==> src/design/abr_pkg.sv <==
package abr_pkg;

    localparam int SUM_W      = 20;
    localparam int CNT_W      = 8;
    localparam int CFG_W      = 8;
    localparam int VREF_W     = 11;
    localparam int OUT_W      = 24;
    localparam int IN_FIELDS  = 5;
    localparam int VAL_FIELDS = 4;
    localparam int VIW        = $clog2(VAL_FIELDS);
    localparam int KW         = 3;
    localparam int RAT_W      = 31;
    localparam int DIV_W      = 40;
    localparam int DVS_W      = 20;
    localparam int Q_DEPTH    = 2;
    localparam int APB_W      = 32;
    localparam int ADDR_W     = 5;
    localparam int IDX_W      = ADDR_W - 2;

    localparam logic [OUT_W-1:0] OUT_MAX = {OUT_W{1'b1}};

    typedef logic [IDX_W-1:0] reg_idx_t;

    localparam reg_idx_t REG_BATCH = 3'd0;
    localparam reg_idx_t REG_VREF  = 3'd1;
    localparam reg_idx_t REG_CDIV  = 3'd2;
    localparam reg_idx_t REG_VMULT = 3'd3;
    localparam reg_idx_t REG_VDIV  = 3'd4;

    localparam logic [CNT_W-1:0]  BATCH_RST = 8'd25;
    localparam logic [VREF_W-1:0] VREF_RST  = 11'd1205;
    localparam logic [CFG_W-1:0]  CDIV_RST  = 8'd5;
    localparam logic [CFG_W-1:0]  VMULT_RST = 8'd13;
    localparam logic [CFG_W-1:0]  VDIV_RST  = 8'd3;

    typedef struct packed {
        logic [CNT_W-1:0]  batch_size;
        logic [VREF_W-1:0] vref_mv;
        logic [CFG_W-1:0]  current_divisor;
        logic [CFG_W-1:0]  voltage_mult;
        logic [CFG_W-1:0]  voltage_div;
    } cfg_t;

    typedef struct packed {
        logic full;
        logic valid;
    } q_sts_t;

    typedef struct packed {
        logic busy;
        logic done;
    } div_sts_t;

endpackage

==> src/design/adc_batch_average_ratiometric.sv <==
// Batch averager for ADC scans with ratiometric reference correction.
// Input channel: one beat per scan (ref_sample and chan_one..chan_four) on
// in_valid/in_stall. Scans are summed one per cycle while in_stall is low; a
// beat that arrives once the scan count has reached batch_size closes the batch
// and starts the next. Closed batches go into a two-entry queue; the back end
// works them through a shared radix-2 divider (thirteen divisions per batch, or
// only the channel-mean divisions when the reference mean is zero). in_stall
// rises only while the queue is full.
// Output channel: one beat per batch on out_valid/out_stall from a registered
// output stage; a stalled beat holds, and the back end may finish the next
// batch behind it and wait. ref_zero flags a zero reference mean, with all
// four values saturated.
// Registers via APB at 4*i: batch_size, vref_mv, current_divisor,
// voltage_mult, voltage_div. Write them only while idle.
// Reset clears the sums, scan count and queue and loads the default register
// values; there is no clearing pass.
module adc_batch_average_ratiometric
    import abr_pkg::*;
#(
    parameter int SAMPLE_BITS = 12,
    parameter int CHANNELS    = 5
)
(
    input  logic                   clk,
    input  logic                   rst_n,
    input  logic                   psel,
    input  logic                   penable,
    input  logic                   pwrite,
    input  logic [ADDR_W-1:0]      paddr,
    input  logic [APB_W-1:0]       pwdata,
    output logic [APB_W-1:0]       prdata,
    output logic                   pready,
    input  logic                   in_valid,
    output logic                   in_stall,
    input  logic [SAMPLE_BITS-1:0] ref_sample,
    input  logic [SAMPLE_BITS-1:0] chan_one,
    input  logic [SAMPLE_BITS-1:0] chan_two,
    input  logic [SAMPLE_BITS-1:0] chan_three,
    input  logic [SAMPLE_BITS-1:0] chan_four,
    output logic                   out_valid,
    input  logic                   out_stall,
    output logic [OUT_W-1:0]       current_one,
    output logic [OUT_W-1:0]       current_two,
    output logic [OUT_W-1:0]       current_three,
    output logic [OUT_W-1:0]       supply_voltage,
    output logic                   ref_zero
);

    localparam int USED = (CHANNELS < IN_FIELDS) ? CHANNELS : IN_FIELDS;

    logic [CNT_W-1:0]  batch_reg;
    logic [VREF_W-1:0] vref_reg;
    logic [CFG_W-1:0]  cdiv_reg;
    logic [CFG_W-1:0]  vmult_reg;
    logic [CFG_W-1:0]  vdiv_reg;
    cfg_t              cfg;
    reg_idx_t          idx;
    logic              wr_en;

    logic [IN_FIELDS-1:0][SAMPLE_BITS-1:0] samples;
    q_sts_t                          q_sts;
    logic                            push;
    logic                            pop;
    logic [USED-1:0][SUM_W-1:0]      push_sums;
    logic [CNT_W-1:0]                push_cnt;
    logic [USED-1:0][SUM_W-1:0]      head_sums;
    logic [CNT_W-1:0]                head_cnt;
    logic [VAL_FIELDS-1:0][OUT_W-1:0] out_vals;

    assign pready = 1'b1;
    assign idx    = paddr[ADDR_W-1:2];
    assign wr_en  = psel && penable && pwrite;

    always_ff @(posedge clk or negedge rst_n)
    begin
        if (!rst_n)
        begin
            batch_reg <= BATCH_RST;
            vref_reg  <= VREF_RST;
            cdiv_reg  <= CDIV_RST;
            vmult_reg <= VMULT_RST;
            vdiv_reg  <= VDIV_RST;
        end
        else if (wr_en)
        begin
            unique case (idx)
                REG_BATCH: batch_reg <= pwdata[CNT_W-1:0];
                REG_VREF:  vref_reg  <= pwdata[VREF_W-1:0];
                REG_CDIV:  cdiv_reg  <= pwdata[CFG_W-1:0];
                REG_VMULT: vmult_reg <= pwdata[CFG_W-1:0];
                REG_VDIV:  vdiv_reg  <= pwdata[CFG_W-1:0];
                default:   ;
            endcase
        end
    end

    always_comb
    begin
        unique case (idx)
            REG_BATCH: prdata = {{(APB_W-CNT_W){1'b0}}, batch_reg};
            REG_VREF:  prdata = {{(APB_W-VREF_W){1'b0}}, vref_reg};
            REG_CDIV:  prdata = {{(APB_W-CFG_W){1'b0}}, cdiv_reg};
            REG_VMULT: prdata = {{(APB_W-CFG_W){1'b0}}, vmult_reg};
            REG_VDIV:  prdata = {{(APB_W-CFG_W){1'b0}}, vdiv_reg};
            default:   prdata = '0;
        endcase
    end

    assign cfg.batch_size      = batch_reg;
    assign cfg.vref_mv         = vref_reg;
    assign cfg.current_divisor = cdiv_reg;
    assign cfg.voltage_mult    = vmult_reg;
    assign cfg.voltage_div     = vdiv_reg;

    assign samples = {chan_four, chan_three, chan_two, chan_one, ref_sample};

    abr_front #(
        .SAMPLE_BITS (SAMPLE_BITS),
        .CHANNELS    (CHANNELS)
    ) u_front (
        .clk        (clk),
        .rst_n      (rst_n),
        .in_valid   (in_valid),
        .in_stall   (in_stall),
        .samples    (samples),
        .batch_size (cfg.batch_size),
        .q_sts      (q_sts),
        .push       (push),
        .push_sums  (push_sums),
        .push_cnt   (push_cnt)
    );

    abr_queue #(
        .CHANNELS (CHANNELS)
    ) u_queue (
        .clk       (clk),
        .rst_n     (rst_n),
        .push      (push),
        .push_sums (push_sums),
        .push_cnt  (push_cnt),
        .pop       (pop),
        .head_sums (head_sums),
        .head_cnt  (head_cnt),
        .sts       (q_sts)
    );

    abr_back #(
        .CHANNELS (CHANNELS)
    ) u_back (
        .clk       (clk),
        .rst_n     (rst_n),
        .cfg       (cfg),
        .q_sts     (q_sts),
        .head_sums (head_sums),
        .head_cnt  (head_cnt),
        .pop       (pop),
        .out_valid (out_valid),
        .out_stall (out_stall),
        .out_vals  (out_vals),
        .out_zero  (ref_zero)
    );

    assign current_one    = out_vals[0];
    assign current_two    = out_vals[1];
    assign current_three  = out_vals[2];
    assign supply_voltage = out_vals[3];

endmodule

==> src/design/abr_div.sv <==
module abr_div
    import abr_pkg::*;
(
    input  logic             clk,
    input  logic             rst_n,
    input  logic             start,
    input  logic [DIV_W-1:0] dividend,
    input  logic [DVS_W-1:0] divisor,
    output logic [DIV_W-1:0] quotient,
    output div_sts_t         sts
);

    localparam int CW = $clog2(DIV_W + 1);

    logic [DIV_W-1:0] quo_reg;
    logic [DVS_W:0]   rem_reg;
    logic [DVS_W-1:0] dvs_reg;
    logic [CW-1:0]    cnt_reg;
    logic             busy_reg;
    logic             done_reg;

    logic [DVS_W:0]   rem_sh;
    logic [DVS_W+1:0] diff;
    logic             ge;

    // restoring division, one quotient bit per cycle; a zero divisor gives all ones
    assign rem_sh = {rem_reg[DVS_W-1:0], quo_reg[DIV_W-1]};
    assign diff   = {1'b0, rem_sh} - {2'b00, dvs_reg};
    assign ge     = ~diff[DVS_W+1];

    always_ff @(posedge clk or negedge rst_n)
    begin
        if (!rst_n)
        begin
            busy_reg <= 1'b0;
            done_reg <= 1'b0;
            cnt_reg  <= '0;
        end
        else
        begin
            done_reg <= busy_reg && (cnt_reg == CW'(1));
            if (start)
            begin
                busy_reg <= 1'b1;
                cnt_reg  <= CW'(DIV_W);
            end
            else if (busy_reg)
            begin
                cnt_reg <= cnt_reg - 1'b1;
                if (cnt_reg == CW'(1))
                begin
                    busy_reg <= 1'b0;
                end
            end
        end
    end

    always_ff @(posedge clk)
    begin
        if (start)
        begin
            quo_reg <= dividend;
            rem_reg <= '0;
            dvs_reg <= divisor;
        end
        else if (busy_reg)
        begin
            quo_reg <= {quo_reg[DIV_W-2:0], ge};
            rem_reg <= ge ? diff[DVS_W:0] : rem_sh;
        end
    end

    assign quotient = quo_reg;
    assign sts.busy = busy_reg;
    assign sts.done = done_reg;

endmodule

==> src/design/abr_queue.sv <==
module abr_queue
    import abr_pkg::*;
#(
    parameter int CHANNELS = 5,
    localparam int USED = (CHANNELS < IN_FIELDS) ? CHANNELS : IN_FIELDS
)
(
    input  logic                           clk,
    input  logic                           rst_n,
    input  logic                           push,
    input  logic [USED-1:0][SUM_W-1:0]     push_sums,
    input  logic [CNT_W-1:0]               push_cnt,
    input  logic                           pop,
    output logic [USED-1:0][SUM_W-1:0]     head_sums,
    output logic [CNT_W-1:0]               head_cnt,
    output q_sts_t                         sts
);

    localparam int PW = $clog2(Q_DEPTH);
    localparam int FW = $clog2(Q_DEPTH + 1);

    logic [USED-1:0][SUM_W-1:0] ent_sums_reg [Q_DEPTH];
    logic [CNT_W-1:0]           ent_cnt_reg  [Q_DEPTH];
    logic [PW-1:0]              wr_ptr_reg;
    logic [PW-1:0]              rd_ptr_reg;
    logic [FW-1:0]              fill_reg;

    always_ff @(posedge clk or negedge rst_n)
    begin
        if (!rst_n)
        begin
            wr_ptr_reg <= '0;
            rd_ptr_reg <= '0;
            fill_reg   <= '0;
        end
        else
        begin
            if (push)
            begin
                wr_ptr_reg <= wr_ptr_reg + 1'b1;
            end
            if (pop)
            begin
                rd_ptr_reg <= rd_ptr_reg + 1'b1;
            end
            if (push && !pop)
            begin
                fill_reg <= fill_reg + 1'b1;
            end
            else if (pop && !push)
            begin
                fill_reg <= fill_reg - 1'b1;
            end
        end
    end

    always_ff @(posedge clk)
    begin
        if (push)
        begin
            ent_sums_reg[wr_ptr_reg] <= push_sums;
            ent_cnt_reg[wr_ptr_reg]  <= push_cnt;
        end
    end

    assign head_sums = ent_sums_reg[rd_ptr_reg];
    assign head_cnt  = ent_cnt_reg[rd_ptr_reg];
    assign sts.full  = (fill_reg == FW'(Q_DEPTH));
    assign sts.valid = (fill_reg != '0);

endmodule

==> src/design/abr_front.sv <==
module abr_front
    import abr_pkg::*;
#(
    parameter int SAMPLE_BITS = 12,
    parameter int CHANNELS    = 5,
    localparam int USED = (CHANNELS < IN_FIELDS) ? CHANNELS : IN_FIELDS
)
(
    input  logic                                 clk,
    input  logic                                 rst_n,
    input  logic                                 in_valid,
    output logic                                 in_stall,
    input  logic [IN_FIELDS-1:0][SAMPLE_BITS-1:0] samples,
    input  logic [CNT_W-1:0]                     batch_size,
    input  q_sts_t                               q_sts,
    output logic                                 push,
    output logic [USED-1:0][SUM_W-1:0]           push_sums,
    output logic [CNT_W-1:0]                     push_cnt
);

    logic [USED-1:0][SUM_W-1:0] sums_reg;
    logic [USED-1:0][SUM_W-1:0] sums_next;
    logic [CNT_W-1:0]           cnt_reg;
    logic [CNT_W-1:0]           cnt_next;
    logic [CNT_W-1:0]           limit;
    logic                       accept;
    logic                       close;

    assign in_stall = q_sts.full;
    assign accept   = in_valid && !q_sts.full;
    assign limit    = (batch_size == '0) ? CNT_W'(1) : batch_size;
    assign close    = (cnt_reg >= limit);
    assign push     = accept && close;

    assign push_sums = sums_reg;
    assign push_cnt  = cnt_reg;

    always_comb
    begin
        for (int c = 0; c < USED; c++)
        begin
            sums_next[c] = (close ? '0 : sums_reg[c])
                         + {{(SUM_W-SAMPLE_BITS){1'b0}}, samples[c]};
        end
        cnt_next = close ? CNT_W'(1) : cnt_reg + 1'b1;
    end

    always_ff @(posedge clk or negedge rst_n)
    begin
        if (!rst_n)
        begin
            sums_reg <= '0;
            cnt_reg  <= '0;
        end
        else if (accept)
        begin
            sums_reg <= sums_next;
            cnt_reg  <= cnt_next;
        end
    end

endmodule

==> src/design/abr_back.sv <==
module abr_back
    import abr_pkg::*;
#(
    parameter int CHANNELS = 5,
    localparam int USED = (CHANNELS < IN_FIELDS) ? CHANNELS : IN_FIELDS
)
(
    input  logic                            clk,
    input  logic                            rst_n,
    input  cfg_t                            cfg,
    input  q_sts_t                          q_sts,
    input  logic [USED-1:0][SUM_W-1:0]      head_sums,
    input  logic [CNT_W-1:0]                head_cnt,
    output logic                            pop,
    output logic                            out_valid,
    input  logic                            out_stall,
    output logic [VAL_FIELDS-1:0][OUT_W-1:0] out_vals,
    output logic                            out_zero
);

    localparam int CIW = $clog2(USED);

    typedef enum logic [5:0] {
        S_IDLE   = 6'b000001,
        S_LAUNCH = 6'b000010,
        S_WAIT   = 6'b000100,
        S_CHECK  = 6'b001000,
        S_MUL    = 6'b010000,
        S_DONE   = 6'b100000
    } state_t;

    typedef enum logic [2:0] {
        PH_MEAN  = 3'b001,
        PH_SCALE = 3'b010,
        PH_POST  = 3'b100
    } phase_t;

    state_t                         state_reg, state_next;
    phase_t                         phase_reg, phase_next;
    logic [KW-1:0]                  k_reg, k_next;
    logic [USED-1:0][SUM_W-1:0]     sums_w_reg, sums_w_next;
    logic [CNT_W-1:0]               cnt_w_reg, cnt_w_next;
    logic [IN_FIELDS-1:0][SUM_W-1:0] mean_reg, mean_next;
    logic [DIV_W-1:0]               prod_reg, prod_next;
    logic [RAT_W-1:0]               ratio_reg, ratio_next;
    logic [VAL_FIELDS-1:0][OUT_W-1:0] val_reg, val_next;
    logic                           zero_reg, zero_next;
    logic                           out_valid_reg;
    logic [VAL_FIELDS-1:0][OUT_W-1:0] out_vals_reg;
    logic                           out_zero_reg;

    logic                           out_free;
    logic [KW-1:0]                  km1;
    logic [RAT_W-1:0]               mul_a;
    logic [VREF_W-1:0]              mul_b;
    logic [RAT_W+VREF_W-1:0]        prod;
    logic                           div_start;
    logic [DIV_W-1:0]               div_a;
    logic [DVS_W-1:0]               div_b;
    logic [DIV_W-1:0]               quo;
    div_sts_t                       div_sts;
    logic [OUT_W-1:0]               quo_sat;

    abr_div u_div (
        .clk      (clk),
        .rst_n    (rst_n),
        .start    (div_start),
        .dividend (div_a),
        .divisor  (div_b),
        .quotient (quo),
        .sts      (div_sts)
    );

    assign out_free  = !out_valid_reg || !out_stall;
    assign km1       = k_reg - 1'b1;
    assign div_start = (state_reg == S_LAUNCH);
    assign quo_sat   = (|quo[DIV_W-1:OUT_W]) ? OUT_MAX : quo[OUT_W-1:0];
    assign prod      = mul_a * mul_b;

    always_comb
    begin
        if (phase_reg == PH_SCALE)
        begin
            mul_a = {{(RAT_W-SUM_W){1'b0}}, mean_reg[k_reg]};
            mul_b = cfg.vref_mv;
        end
        else
        begin
            mul_a = ratio_reg;
            mul_b = {{(VREF_W-CFG_W){1'b0}}, cfg.voltage_mult};
        end
    end

    always_comb
    begin
        unique case (phase_reg)
            PH_MEAN:
            begin
                div_a = {{(DIV_W-SUM_W){1'b0}}, sums_w_reg[k_reg[CIW-1:0]]};
                div_b = {{(DVS_W-CNT_W){1'b0}}, cnt_w_reg};
            end
            PH_SCALE:
            begin
                div_a = prod_reg;
                div_b = mean_reg[0];
            end
            PH_POST:
            begin
                if (k_reg == KW'(VAL_FIELDS))
                begin
                    div_a = prod_reg;
                    div_b = {{(DVS_W-CFG_W){1'b0}}, cfg.voltage_div};
                end
                else
                begin
                    div_a = {{(DIV_W-RAT_W){1'b0}}, ratio_reg};
                    div_b = {{(DVS_W-CFG_W){1'b0}}, cfg.current_divisor};
                end
            end
            default:
            begin
                div_a = '0;
                div_b = '0;
            end
        endcase
    end

    always_comb
    begin
        state_next  = state_reg;
        phase_next  = phase_reg;
        k_next      = k_reg;
        sums_w_next = sums_w_reg;
        cnt_w_next  = cnt_w_reg;
        mean_next   = mean_reg;
        prod_next   = prod_reg;
        ratio_next  = ratio_reg;
        val_next    = val_reg;
        zero_next   = zero_reg;
        pop         = 1'b0;
        unique case (state_reg)
            S_IDLE:
            begin
                if (q_sts.valid)
                begin
                    pop         = 1'b1;
                    sums_w_next = head_sums;
                    cnt_w_next  = head_cnt;
                    mean_next   = '0;
                    k_next      = '0;
                    phase_next  = PH_MEAN;
                    state_next  = S_LAUNCH;
                end
            end
            S_LAUNCH:
            begin
                state_next = S_WAIT;
            end
            S_WAIT:
            begin
                if (div_sts.done)
                begin
                    unique case (phase_reg)
                        PH_MEAN:
                        begin
                            mean_next[k_reg] = quo[SUM_W-1:0];
                            if (k_reg == KW'(USED - 1))
                            begin
                                state_next = S_CHECK;
                            end
                            else
                            begin
                                k_next     = k_reg + 1'b1;
                                state_next = S_LAUNCH;
                            end
                        end
                        PH_SCALE:
                        begin
                            ratio_next = quo[RAT_W-1:0];
                            phase_next = PH_POST;
                            state_next = (k_reg == KW'(VAL_FIELDS)) ? S_MUL : S_LAUNCH;
                        end
                        PH_POST:
                        begin
                            val_next[km1[VIW-1:0]] = quo_sat;
                            if (k_reg == KW'(VAL_FIELDS))
                            begin
                                zero_next  = 1'b0;
                                state_next = S_DONE;
                            end
                            else
                            begin
                                k_next     = k_reg + 1'b1;
                                phase_next = PH_SCALE;
                                state_next = S_MUL;
                            end
                        end
                        default:
                        begin
                            state_next = S_IDLE;
                        end
                    endcase
                end
            end
            S_CHECK:
            begin
                if (mean_reg[0] == '0)
                begin
                    val_next   = {VAL_FIELDS{OUT_MAX}};
                    zero_next  = 1'b1;
                    state_next = S_DONE;
                end
                else
                begin
                    k_next     = KW'(1);
                    phase_next = PH_SCALE;
                    state_next = S_MUL;
                end
            end
            S_MUL:
            begin
                prod_next  = prod[DIV_W-1:0];
                state_next = S_LAUNCH;
            end
            S_DONE:
            begin
                if (out_free)
                begin
                    state_next = S_IDLE;
                end
            end
            default:
            begin
                state_next = S_IDLE;
            end
        endcase
    end

    always_ff @(posedge clk or negedge rst_n)
    begin
        if (!rst_n)
        begin
            state_reg     <= S_IDLE;
            phase_reg     <= PH_MEAN;
            k_reg         <= '0;
            out_valid_reg <= 1'b0;
        end
        else
        begin
            state_reg <= state_next;
            phase_reg <= phase_next;
            k_reg     <= k_next;
            if ((state_reg == S_DONE) && out_free)
            begin
                out_valid_reg <= 1'b1;
            end
            else if (!out_stall)
            begin
                out_valid_reg <= 1'b0;
            end
        end
    end

    always_ff @(posedge clk)
    begin
        sums_w_reg <= sums_w_next;
        cnt_w_reg  <= cnt_w_next;
        mean_reg   <= mean_next;
        prod_reg   <= prod_next;
        ratio_reg  <= ratio_next;
        val_reg    <= val_next;
        zero_reg   <= zero_next;
        if ((state_reg == S_DONE) && out_free)
        begin
            out_vals_reg <= val_reg;
            out_zero_reg <= zero_reg;
        end
    end

    assign out_valid = out_valid_reg;
    assign out_vals  = out_vals_reg;
    assign out_zero  = out_zero_reg;

endmodule

==> config.mk <==
export PLATFORM = sky130hd
export DESIGN_NAME = adc_batch_average_ratiometric
export DESIGN_NICKNAME = d
export VERILOG_FILES = /design/src/design/abr_pkg.sv /design/src/design/adc_batch_average_ratiometric.sv /design/src/design/abr_div.sv /design/src/design/abr_queue.sv /design/src/design/abr_front.sv /design/src/design/abr_back.sv
export SDC_FILE = /design/constraint.sdc
export NUM_CORES = 2
export LEC_CHECK = 0
export BUFFER_PORTS_ARGS = -buffer_cell sky130_fd_sc_hd__buf_2
export CAP_MARGIN = 10
export CORE_MARGIN = 3
export CORE_UTILIZATION = 25
export DETAILED_ROUTE_END_ITERATION = 12
export SETUP_SLACK_MARGIN = 0.5
export SLEW_MARGIN = 20
export SYNTH_ARGS = -nofsm -noshare
export SYNTH_HDL_FRONTEND = slang
export SYNTH_SLANG_ARGS = --single-unit
==> constraint.sdc <==
create_clock -name clk -period 14.7 [get_ports clk]
set_clock_uncertainty 0.2 [all_clocks]
set_input_delay 2.94 -clock clk [delete_from_list [all_inputs] [get_ports clk]]
set_output_delay 2.94 -clock clk [all_outputs]
set_load 0.02 [all_outputs]
==> flow_summary.toml <==
[timing]
drv_slew = 0
min_period_ps = 9410
final.setup.tns_ps = 0
setup_ws_ps = 5290
relSlewSlack_pct = 23.7
rsz0062_at_grt = "false"
period_share_pct = 64.0
tightest_slew_ps = 1140
hold_ws_ps = 244
max_freq_mhz = 106
report.final.hold_viol_count = 0
setup_viol = 0

[synth]
netlist_area_um2 = 51900
synth_edf_count = 749
ys_top_cells_by_area = "edfxtp_1 43%, fa_1 10%, dfrtp_1 7.6%, nand2_1 6.1%, ha_1 4.1%"
yosys_warnings = 0
yosys.area.top_type_share_pct = 43.3
synth_top_area_cell = "edfxtp_1"
synth.avg_cell_area_um2 = 11.4
synth-async-reset-ratio_pct = 18.6
yosysMostFrequentCell = "nand2_1"
yosysSeqAreaShare_pct = 52.6
synthTopCellsByCount = "840 x nand2_1, 749 x edfxtp_1, 322 x inv_1"
ys_ff_latch = 945
ys.flop_type = "edfxtp_1"
synth_cell_type_count = 87
synthCells = 4549

[drt]
dr.pass1.iters = 9
drtIter0Drc = 3226
wl_per_cell_um = 18.4
ant_nets = 0
vias_per_cell = 4.70
routed_wl_um = 138000
vias = 35085
drc = 0

[die]
die_h_um = 462
ios = 236
die_x_um = 462
rows = 166
initial_utilization_pct = 25.3
core_um2 = 205000
dieArea_um2 = 213000

[outcome]
status = "finished, final reports clean"

[layout]
design_area_um2 = 59300
drive_above_1_share_pct = 13.3
register_area_um2 = 27300
multiInputGateArea_um2 = 22700
fin_nets = 5236
largest_register_ffs = 200
fillCellCount = 20878
area_growth_pct = 14.3

[pwr]
power.clock.fraction_pct = 27.5
p_int_mw = 6.26
comb_power_share_pct = 39.2
p_seq_share_pct = 33.4
p_sw_share_pct = 34.5
switching_power_mw = 3.29
power_mw = 9.55
leakage_nw = 22.6
power_density_nw_per_um2 = 161
ir_drop_mv = 0.257

[critical_path]
crit_path_end_kind = "flop"
cp.arrival_ps = 9650
cp_slowest_stage_delay_ps = 930
crit_start = "u_back.k_reg[2]$_DFFE_PN0P_"
r2r_start = "u_back.k_reg[2]$_DFFE_PN0P_"
crit_required_ps = 14930
cp-start-kind = "flop"
crit_fanout = 40
r2r_setup_slack_ps = 5290
crit_top_cell = "fa_1"
path_buf_inv = 6
crit_family = "compound AO/OA/AOI/OAI gates"
critical_path_class = "reg -> reg"
cp_slowest_cell = "a211oi_1"

[global_route]
antenna_found_initial = 12
grt_usage_pct = 12.7
grt_pass1_vias = 35071
grt_pass1_wl_um = 212000
grt_max_degree = 124
overflow = 0

[cts]
ctsHoldBuffers = 0
htree_num_levels = 3
clk_path_buf_depth = 3
clock_sinks = 945
ctsResizeCount = 0
cts_made_buffers = 101
clk_pin_slew_worst_paths_ps = 60
post_cts_buffers = 0
insertion_delay_ps = 730
root_buffer = "clkbuf_16"
cts_tree = "done"

[placement]
postPlaceCellArea_um2 = 55900
place_congestion = 0.904
port_buffers = 190
dp_slack_ps = 5340
place_hpwl_um = 96200

[min_path]
min_path_type = "reg -> reg"
min_from = "u_back.val_reg[91]$_SDFFCE_PP1P_"

[job]
maxCapViolations = 0
kinds of logic after synthesis:
family / Yosys count / share of synthesized area, %
AOI/OAI and AO/OA: 879 / 10.5
xor gates and xnor gates: 106 / 1.79
adders and majority gates: 433 / 14.3
buffers and inverters: 568 / 4.31
DFF: 945 / 52.6
muxes: 193 / 4.51
other: 2 / 0.0145
and+or+nand+nor: 1423 / 12.0
path summary, 6_finish.rpt:
path	end	cells past startpoint
worst max-delay path	u_back.prod_reg[31]$_DFFE_PP_	27
min in group asynchronous	u_front.push_sums[51]$_DFFE_PN0P_	1
worst min-delay path	u_back.out_vals[91]$_DFFE_PP_	0
worst min register to register	u_back.out_vals[91]$_DFFE_PP_	0
worst max register to register	u_back.prod_reg[31]$_DFFE_PP_	27
max in group asynchronous	u_queue.rd_ptr_reg$_DFFE_PN0P_	2
per-layer routing:
layer	global-route usage, %	vias to the layer above	share of wire (%)
met5	0	-	0
met4	4.00	0	3.0
met3	2.27	209	5.9
met2	20.8	1069	47
met1	17.2	17586	44
li1	-	16221	-
placed cells by master, fill, tap and decap left out, types with 17 or more instances in the layout:
master     count
a21oi_1      230
nor3_1        43
o31ai_1       22
clkbuf_16    102
fa_1         265
dfrtp_1      156
dfstp_2       18
xnor2_1       66
nand3_1       49
a22oi_1       42
edfxtp_1     749
mux2i_1       20
xor2_1        40
a21o_1        42
nor2_1       208
dfxtp_1       20
a31oi_1       23
ha_1         164
mux4_2        17
a222oi_1      28
buf_4         50
and3_1        65
mux2_2       156
clkbuf_1      28
conb_1        52
and2_1        74
buf_2        189
nor2b_1       26
o21ai_0      307
inv_1        321
nand2b_1      19
nand2_1      837
worst register-to-register path: cells and delay by family (launching register included):
family                   cells  cell delay, ps
AO/OA/AOI/OAI                9            3160
adder cells (fa/ha/maj)      6            2790
AND/OR/NAND/NOR              5            1300
buffers and inverters        6             820
flip-flops                   1             710
XOR/XNOR                     1             140
power by group through the flow:
stage / registers [mW] / logic [mW] / clock network, mW
2_1_floorplan: 3.20 / 2.97 / 0
3_3_place_gp: 3.24 / 3.65 / 0
3_5_place_dp: 3.24 / 3.72 / 0
4_1_cts: 3.18 / 3.75 / 2.69
5_1_grt: 3.19 / 4.26 / 2.79
6_report: 3.19 / 3.74 / 2.62
layout make-up:
type	instances	area share [%]
Tap cell	2688	5.67
Timing Repair Buffer	243	2.31
Sequential cell	945	46.1
Clock buffer	134	4.57
Antenna cell	1	0.00422
Inverter	322	2.04
Multi-Input combinational cell	3086	38.2
Clock inverter	53	1.15
stage by stage:
step	utilization, %	std cells
2_1_floorplan	-	4599
3_3_place_gp	27.2	7284
3_5_place_dp	27.2	7284
4_1_cts	28.9	7471
5_1_grt	28.9	7471
6_report	28.9	7472
Note: power is estimated with default switching activity, not from simulation.
